<file path="config.mk">
export PLATFORM = sky130hd
export DESIGN_NAME = spn_ready_queue_top
export DESIGN_NICKNAME = d
export VERILOG_FILES = /design/src/rtl/spnq_pkg.sv /design/src/rtl/spnq_store.sv /design/src/rtl/spn_ready_queue_top.sv
export VERILOG_INCLUDE_DIRS = /design/src /design/src/rtl
export SDC_FILE = /design/constraint.sdc
export NUM_CORES = 1
export LEC_CHECK = 0
export ABC_CLOCK_PERIOD_IN_PS = 5970
export BUFFER_PORTS_ARGS = -buffer_cell sky130_fd_sc_hd__buf_2
export CAP_MARGIN = 20
export CORE_MARGIN = 2
export CORE_UTILIZATION = 35
export DETAILED_ROUTE_END_ITERATION = 12
export PLACE_DENSITY_LB_ADDON = 0.12
export SLEW_MARGIN = 5
export SYNTH_ARGS = -nofsm -noshare
export SYNTH_HDL_FRONTEND = slang
export SYNTH_SLANG_ARGS = --single-unit
</file>
<file path="constraint.sdc">
create_clock -name clock -period 5.97 [get_ports clock]
set_input_delay 0.2985 -clock clock [delete_from_list [all_inputs] [get_ports clock]]
set_output_delay 0.2985 -clock clock [all_outputs]
set_load 0.05 [all_outputs]
</file>
<file path="src/rtl/spn_ready_queue_top_macros.svh">
// Assertion helpers used by the ready queue top RTL.
`ifndef SPN_READY_QUEUE_TOP_MACROS_SVH
`define SPN_READY_QUEUE_TOP_MACROS_SVH

`define SPNQ_ASSERT_NOW(lbl, clk, rst, ant, con, msg) \
   lbl: assert property (@(posedge clk) disable iff (rst) (ant) |-> (con)) \
      else $error(msg);

`define SPNQ_ASSERT_NEXT(lbl, clk, rst, ant, con, msg) \
   lbl: assert property (@(posedge clk) disable iff (rst) (ant) |=> (con)) \
      else $error(msg);

`endif

</file>
<file path="src/rtl/spnq_pkg.sv">
package spnq_pkg;

   localparam int DEPTH_DEFAULT = 16;
   localparam int CSR_ADDR_W    = 3;
   localparam int CSR_DATA_W    = 32;

   localparam logic CSR_IDX_ORDER_POLICY = 1'b0;

   localparam logic POLICY_FIFO = 1'b0;
   localparam logic POLICY_SPN  = 1'b1;

   localparam logic MODE_PUSH = 1'b0;
   localparam logic MODE_POP  = 1'b1;

   typedef struct packed {
      logic [7:0]  pid;
      logic [15:0] svc;
      logic [15:0] arr;
   } entry_type;

   typedef enum logic {
      ST_IDLE,
      ST_SCAN
   } state_type;

   function automatic logic goes_ahead(input entry_type nw, input entry_type cur);
      goes_ahead = (nw.svc < cur.svc) || ((nw.svc == cur.svc) && (nw.arr <= cur.arr));
   endfunction

endpackage

</file>
<file path="src/rtl/spnq_store.sv">
module spnq_store #(
   parameter int DEPTH = spnq_pkg::DEPTH_DEFAULT,
   parameter int AW    = $clog2(DEPTH)
) (
   input  logic                clock,
   input  logic                wr_en,
   input  logic [AW-1:0]       wr_addr,
   input  spnq_pkg::entry_type wr_data,
   input  logic [AW-1:0]       rd_addr,
   output spnq_pkg::entry_type rd_data
);

   spnq_pkg::entry_type mem [DEPTH];
   spnq_pkg::entry_type rd_data_ff;

   always_ff @(posedge clock) begin
      if (wr_en) begin
         mem[wr_addr] <= wr_data;
      end
   end

   always_ff @(posedge clock) begin
      rd_data_ff <= mem[rd_addr];
   end

   assign rd_data = rd_data_ff;

endmodule

</file>
<file path="src/rtl/spn_ready_queue_top.sv">
// Channel   Direction  Handshake            Word
// req       in         req_valid/req_stall  mode, process id, service, arrival
// rsp       out        rsp_valid/rsp_stall  popped entry, drop flag, occupancy
// csr       in/out     psel/penable/pready  order policy register
//
// A pop, a FIFO push or a push to a full queue is accepted in ST_IDLE and completes
// in ST_SCAN, where the registered memory read of the head is used.
// An ordered push scans the stored entries from the head, one memory read per
// cycle, and completes once every stored entry has been read.
// Reset is synchronous and empties the queue; the policy returns to FIFO.
// A stalled result word holds the final step until the output register frees.
`include "spn_ready_queue_top_macros.svh"

module spn_ready_queue_top #(
   parameter int DEPTH = spnq_pkg::DEPTH_DEFAULT
) (
   input  logic                          clock,
   input  logic                          reset,
   input  logic                          req_valid,
   output logic                          req_stall,
   input  logic                          req_mode,
   input  logic [7:0]                    req_process_id,
   input  logic [15:0]                   req_service_time,
   input  logic [15:0]                   req_arrival_time,
   output logic                          rsp_valid,
   input  logic                          rsp_stall,
   output logic                          rsp_out_valid,
   output logic [7:0]                    rsp_out_process_id,
   output logic [15:0]                   rsp_out_service_time,
   output logic [15:0]                   rsp_out_arrival_time,
   output logic                          rsp_push_dropped,
   output logic [4:0]                    rsp_occupancy,
   input  logic                          psel,
   input  logic                          penable,
   input  logic                          pwrite,
   input  logic [spnq_pkg::CSR_ADDR_W-1:0] paddr,
   input  logic [spnq_pkg::CSR_DATA_W-1:0] pwdata,
   output logic [spnq_pkg::CSR_DATA_W-1:0] prdata,
   output logic                          pready
);

   localparam int AW = $clog2(DEPTH);
   localparam int CW = $clog2(DEPTH + 1);
   localparam int SW = CW + 1;

   spnq_pkg::state_type state_ff, state_in;
   logic [AW-1:0]       head_ff, head_in;
   logic [CW-1:0]       count_ff, count_in;
   logic [AW-1:0]       ptr_ff, ptr_in;
   logic [CW-1:0]       idx_ff, idx_in;
   logic                ins_ff, ins_in;
   logic                pop_ff, pop_in;
   logic                policy_ff, policy_in;
   spnq_pkg::entry_type carry_ff, carry_in;

   logic                rsp_valid_ff, rsp_valid_in;
   logic                out_valid_ff, out_valid_in;
   spnq_pkg::entry_type out_entry_ff, out_entry_in;
   logic                dropped_ff, dropped_in;
   logic [4:0]          occ_ff, occ_in;

   logic                mem_wr_en;
   logic [AW-1:0]       mem_wr_addr;
   spnq_pkg::entry_type mem_wr_data;
   logic [AW-1:0]       mem_rd_addr;
   spnq_pkg::entry_type mem_rd_data;

   logic                req_accept, out_free, full, at_end, finish, commit;
   logic [AW-1:0]       nxt_ptr, tail;
   logic [SW-1:0]       tail_sum, tail_wrap;
   logic [CW+4:0]       occ_wide;
   logic                csr_write;

   spnq_store #(
      .DEPTH (DEPTH),
      .AW    (AW)
   ) u_store (
      .clock   (clock),
      .wr_en   (mem_wr_en),
      .wr_addr (mem_wr_addr),
      .wr_data (mem_wr_data),
      .rd_addr (mem_rd_addr),
      .rd_data (mem_rd_data)
   );

   assign pready    = 1'b1;
   assign csr_write = psel && penable && pwrite;
   assign prdata    = (paddr[2] == spnq_pkg::CSR_IDX_ORDER_POLICY) ?
                      {{(spnq_pkg::CSR_DATA_W-1){1'b0}}, policy_ff} : '0;

   assign req_stall  = (state_ff != spnq_pkg::ST_IDLE);
   assign req_accept = req_valid && !req_stall;
   assign out_free   = !rsp_valid_ff || !rsp_stall;

   assign full     = (count_ff == CW'(DEPTH));
   assign at_end   = (idx_ff == count_ff);
   assign finish   = pop_ff || full || (policy_ff == spnq_pkg::POLICY_FIFO) || at_end;
   assign commit   = (state_ff == spnq_pkg::ST_SCAN) && finish && out_free;
   assign nxt_ptr  = (ptr_ff == AW'(DEPTH - 1)) ? '0 : ptr_ff + AW'(1);
   assign tail_sum = SW'(head_ff) + SW'(count_ff);
   assign tail_wrap = (tail_sum >= SW'(DEPTH)) ? tail_sum - SW'(DEPTH) : tail_sum;
   assign tail     = tail_wrap[AW-1:0];

   always_comb begin
      state_in     = state_ff;
      head_in      = head_ff;
      count_in     = count_ff;
      ptr_in       = ptr_ff;
      idx_in       = idx_ff;
      ins_in       = ins_ff;
      pop_in       = pop_ff;
      carry_in     = carry_ff;
      policy_in    = policy_ff;
      rsp_valid_in = rsp_valid_ff && rsp_stall;
      out_valid_in = out_valid_ff;
      out_entry_in = out_entry_ff;
      dropped_in   = dropped_ff;
      occ_in       = occ_ff;
      mem_wr_en    = 1'b0;
      mem_wr_addr  = ptr_ff;
      mem_wr_data  = carry_ff;
      mem_rd_addr  = head_ff;
      occ_wide     = '0;

      if (csr_write && (paddr[2] == spnq_pkg::CSR_IDX_ORDER_POLICY)) begin
         policy_in = pwdata[0];
      end

      case (state_ff)
         spnq_pkg::ST_IDLE: begin
            mem_rd_addr = head_ff;
            if (req_accept) begin
               state_in = spnq_pkg::ST_SCAN;
               pop_in   = (req_mode == spnq_pkg::MODE_POP);
               carry_in = '{pid: req_process_id, svc: req_service_time,
                            arr: req_arrival_time};
               idx_in   = '0;
               ptr_in   = head_ff;
               ins_in   = 1'b0;
            end
         end
         spnq_pkg::ST_SCAN: begin
            mem_rd_addr = finish ? ptr_ff : nxt_ptr;
            if (!finish) begin
               if (ins_ff || spnq_pkg::goes_ahead(carry_ff, mem_rd_data)) begin
                  mem_wr_en   = 1'b1;
                  mem_wr_addr = ptr_ff;
                  mem_wr_data = carry_ff;
                  carry_in    = mem_rd_data;
                  ins_in      = 1'b1;
               end
               ptr_in = nxt_ptr;
               idx_in = idx_ff + CW'(1);
            end else if (commit) begin
               state_in     = spnq_pkg::ST_IDLE;
               rsp_valid_in = 1'b1;
               out_valid_in = 1'b0;
               out_entry_in = '0;
               dropped_in   = 1'b0;
               if (pop_ff) begin
                  if (count_ff != '0) begin
                     out_valid_in = 1'b1;
                     out_entry_in = mem_rd_data;
                     head_in      = nxt_ptr;
                     count_in     = count_ff - CW'(1);
                  end
               end else if (full) begin
                  dropped_in = 1'b1;
               end else begin
                  mem_wr_en   = 1'b1;
                  mem_wr_addr = tail;
                  mem_wr_data = carry_ff;
                  count_in    = count_ff + CW'(1);
               end
               occ_wide = {5'b0, count_in};
               occ_in   = occ_wide[4:0];
            end
         end
         default: begin
            state_in = spnq_pkg::ST_IDLE;
         end
      endcase
   end

   always_ff @(posedge clock) begin
      if (reset) begin
         state_ff     <= spnq_pkg::ST_IDLE;
         head_ff      <= '0;
         count_ff     <= '0;
         ptr_ff       <= '0;
         idx_ff       <= '0;
         ins_ff       <= 1'b0;
         pop_ff       <= 1'b0;
         policy_ff    <= spnq_pkg::POLICY_FIFO;
         rsp_valid_ff <= 1'b0;
      end else begin
         state_ff     <= state_in;
         head_ff      <= head_in;
         count_ff     <= count_in;
         ptr_ff       <= ptr_in;
         idx_ff       <= idx_in;
         ins_ff       <= ins_in;
         pop_ff       <= pop_in;
         policy_ff    <= policy_in;
         rsp_valid_ff <= rsp_valid_in;
      end
   end

   always_ff @(posedge clock) begin
      carry_ff     <= carry_in;
      out_valid_ff <= out_valid_in;
      out_entry_ff <= out_entry_in;
      dropped_ff   <= dropped_in;
      occ_ff       <= occ_in;
   end

   assign rsp_valid            = rsp_valid_ff;
   assign rsp_out_valid        = out_valid_ff;
   assign rsp_out_process_id   = out_entry_ff.pid;
   assign rsp_out_service_time = out_entry_ff.svc;
   assign rsp_out_arrival_time = out_entry_ff.arr;
   assign rsp_push_dropped     = dropped_ff;
   assign rsp_occupancy        = occ_ff;

   `SPNQ_ASSERT_NOW(a_count_bound, clock, reset, 1'b1, count_ff <= CW'(DEPTH), "count exceeds depth")
   `SPNQ_ASSERT_NOW(a_idle_no_write, clock, reset, state_ff == spnq_pkg::ST_IDLE, !mem_wr_en, "memory written while idle")
   `SPNQ_ASSERT_NEXT(a_accept_scan, clock, reset, req_accept, (state_ff == spnq_pkg::ST_SCAN) && (idx_ff == '0), "accept did not start a scan")
   `SPNQ_ASSERT_NEXT(a_pop_count, clock, reset, commit && pop_ff && (count_ff != '0), count_ff == $past(count_ff) - CW'(1), "pop did not reduce count")
   `SPNQ_ASSERT_NOW(a_scan_free, clock, reset, commit, out_free, "result loaded over a waiting word")

endmodule
</file>
==> impl_summary.md <==
Run status
The flow ran to the end, and the final reports show no timing, DRC or antenna violations.

Final layout
The layout net count is 2474. The layout cell share with drive strength beyond 1 is 0.146. The number of antenna diodes in the final layout is 0.

The final instance area is 36800 um^2. The top cell types in the final layout, fill and taps aside, are sky130_fd_sc_hd__edfxtp_1 (727), sky130_fd_sc_hd__nand2_1 (348), sky130_fd_sc_hd__nor2_1 (161). The final core area utilization is 0.411. The leading cell type in the layout, fill and taps excluded is sky130_fd_sc_hd__edfxtp_1. The number of non-filler instances in the completed layout is 3594. The relative area change from synthesis to final layout is 16.4%.

Synthesis
Each instance of the synthesized netlist takes up on average 14.4 um^2. The largest family of logic cells by synthesized area is simple AND/OR/NAND/NOR gates. After synthesis, the share of cell area in mux cells is 0.0643. The post-synthesis simple-gate area fraction is 0.0941. The fraction of registers with async set/reset is 0. The compound-gate portion of the synthesized area is 0.0631. The gate count of the mapped netlist is 2191. Counting distinct cell types in the post-synthesis netlist gives 61. The cell area after synthesis is 31600 um^2. Yosys mapped a number of flops with a built-in enable equal to 727. The leading register cell type out of synthesis is sky130_fd_sc_hd__edfxtp_1. The XOR/XNOR share of the synthesized area is 0.00388. After synthesis the netlist holds a flip-flop and latch count of 790. Of the total synthesized cell area, the portion taken by full adders, half adders and majority gates is 0.0165. For this run, the register share of the synthesized area comes to 0.730. During synthesis, Yosys emitted a total of 0 warnings.

Global route
The global routing stage identified its most utilized layer as met2. For met1 alone, demand over resource in global routing was 0.272. Entering global routing, the biggest net connects 103 pins. For this run, global-route usage on met3 was measured as 0.0235. The overflow left after global routing is 0. In the global route stage, met2 resource usage came out at 0.300. The initial antenna violation count is 2.

The first global-routing pass estimated 127000 um of wire. The aggregate global-route resource usage is 0.187. The number of global-route vias before repair came to 18200.

Worst setup path
The library cell contributing the largest single delay on the critical path is sky130_fd_sc_hd__a31oi_2. Data arrives at the worst endpoint at 4.77 ns. The delay contributed by the slowest stage of the critical path is 0.92 ns. The depth of the most critical reg-to-reg path is 9.

The library cell appearing most often on the critical path is sky130_fd_sc_hd__o211ai_1. The critical path in this run is classified as register to register. In this run the critical register-to-register path is launched from carry_ff[25]. The reg-to-reg setup timing slack is 1.48 ns. STA classifies the critical path endpoint as a register. Walking the worst path, the cells encountered are ha_1 -> nand4_1 -> nor3_1 -> o21ai_0 -> o211ai_1 -> o211ai_1 -> a31oi_2 -> nor2_4 -> buf_4. The worst setup path is launched from a register. The data required time at the worst endpoint is 6.25 ns. The endpoint of the worst-slack reg-to-reg timing path is u_store.mem[9][28].

Along the worst path, the maximum fanout reaches 31.

Floorplanning
The count of boundary I/O pins is 165. The area of the die is 92800 um^2. The total core area is 89700 um^2. Row generation in the floorplan step produced 110 rows. The effective utilization at floorplan is 0.353. From left edge to right edge, the die measures 305 um. From bottom edge to top edge, the die measures 305 um.

Power
In this run the power density over the cells is 353 nW/um^2. Power comes to 13.0 mW. The analysis attributes to cell leakage a power of 13.1 nW. The worst-case vdd ir drop is 0.000211 V.

STA
Hold timing on the final database bottoms out at a slack of 0.0258 ns. The slew of the pin with the lowest slew margin is 1.05 ns. After layout, the minimum clock period comes to 4.49 ns.

The final count of hold timing violations is 0. Setup violations remaining at the end of the flow were counted as 0. The setup TNS is 0 ns. Setup repair after global routing left no endpoint under its margin. The worst path meets setup with 1.48 ns of slack. The worst pin sits at a relative slew slack of 0.296.

For this run, the top clock speed supported by timing is 223 MHz. The final number of max-transition violations is 0. The final period utilization is 0.752. The setup clock skew after layout is 0.0228 ns.

Clocking
The number of resized instances in the post-cts repair step is 0. Clock-pin slew was measured on the worst setup and hold paths at 0.06 ns. CTS saw 790 sinks. The number of buffers between clock root and the deepest sink is 3. Clock latency on the worst-skew pair, taken at its later pin, is 0.64 ns.

The cell at the root of the clock tree is sky130_fd_sc_hd__clkbuf_16. The H-tree level count is 3. The clock buffer count from CTS is 88.

TritonCTS built the clock tree.

Placement
Input and output buffers added on the ports amount to 99. The placed instance area is 33700 um^2. The routability congestion estimate from global placement is 0.772. The post-placement cell count is 3398.

Prior to clock tree synthesis, the placed netlist has a worst setup slack of 1.48 ns. The half-perimeter wire length after placement is 46600 um.

Min path
The depth of the worst hold-timing path is 2. The endpoint of the worst hold path is carry_ff[13]. The worst min-delay path category is input port to register. The startpoint identified for the worst hold timing path is req_arrival_time[13].

Drt
After detailed routing, the number of remaining DRC violations is 0. The routed via count divided by cell count is 5.16. Wires add up to 87600 um.

Dividing the detail-routed wire length by the instance count gives 24.4 um. The first-pass detailed-route iteration total is 5. The detailed router placed 18500 vias in this run. The post-detailed-route count of antenna-violating nets is 0. The detailed router's first-iteration violation count is 1507.

Flow run
The number of maximum-capacitance violations is 0.
critical path, delay by kind of cell, from the launching register on:
| family | cells | cell delay (ns) |
|---|---|---|
| and+or+nand+nor | 3 | 0.89 |
| buffers and inverters | 1 | 0.40 |
| DFF | 1 | 0.61 |
| adders and majority gates | 1 | 0.40 |
| AOI/OAI and AO/OA | 4 | 1.73 |
how the worst max path moves through the flow:
stage | cells past startpoint | from | endpoint | slack, ns
finish | 9 | carry_ff[25] | u_store.mem[9][28] | 1.48
global route | 10 | carry_ff[1] | u_store.mem[9][28] | 1.26
CTS | 10 | carry_ff[9] | u_store.mem[8][1] | 1.48
detailed placement | 10 | carry_ff[9] | u_store.mem[8][0] | 1.48
global placement | 10 | carry_ff[9] | u_store.mem[9][22] | 1.47
floorplan | 8 | req_stall | u_store.mem[12][0] | 1.62
cell usage after synthesis, drive strengths merged (13+ instances only):
| master | number | area share |
|---|---|---|
| a211oi | 20 | 0.0049 |
| a21o | 13 | 0.0031 |
| a21oi | 61 | 0.0098 |
| a31oi | 18 | 0.0036 |
| a32o | 73 | 0.023 |
| and2 | 28 | 0.0055 |
| buf | 76 | 0.015 |
| clkbuf | 71 | 0.0084 |
| dfxtp | 63 | 0.040 |
| edfxtp | 727 | 0.69 |
| ha | 40 | 0.016 |
| inv | 40 | 0.0047 |
| mux2 | 42 | 0.015 |
| mux2i | 156 | 0.049 |
| nand2 | 349 | 0.041 |
| nand3 | 43 | 0.0068 |
| nor2 | 177 | 0.021 |
| nor4 | 35 | 0.0069 |
| o21ai | 42 | 0.0066 |
registers in the layout (all words and copies together) (netlist names), 4 cells and up:
| register | count |
|---|---|
| u_store.mem | 640 |
| carry_ff | 40 |
| u_store.rd_data | 40 |
| rsp_out_arrival_time | 16 |
| rsp_out_service_time | 16 |
| rsp_out_process_id | 8 |
| count_ff | 5 |
| idx_ff | 5 |
| rsp_occupancy | 5 |
| head_ff | 4 |
| ptr_ff | 4 |
cell families after synthesis:
group,Yosys count
muxes,198
buffers and inverters,188
DFF,790
and+or+nand+nor,690
other,2
AOI/OAI and AO/OA,268
adders and majority gates,41
xor gates and xnor gates,14
power by group:
group / total (mW) / internal, mW / leakage (nW) / switching (mW)
logic: 1.27 / 0.429 / 4.62 / 0.845
registers: 6.47 / 6.29 / 7.10 / 0.184
clock network: 5.26 / 3.05 / 1.35 / 2.21
layout make-up:
cell class,instances,area [um^2]
well taps,1176,1470
clock inverters,40,400
multi-input cells,1243,7990
clock buffers,118,2360
flip-flops and latches,790,23100
fillers,8256,52900
repair buffers,186,1370
inverters,41,155
what timing repair did:
item,4_1_cts,5_1_grt
setup buffers,0,0
hold endpoints to repair,39,0
hold buffers,38,0
per-layer routing:
metal / routed length, um / vias to the layer above
li1: - / 8456
met3: 3950 / 86
met1: 41600 / 9539
met4: 1440 / 0
met2: 40600 / 451
met5: 0 / -
No activity file was read; power rests on OpenSTA's default activity.
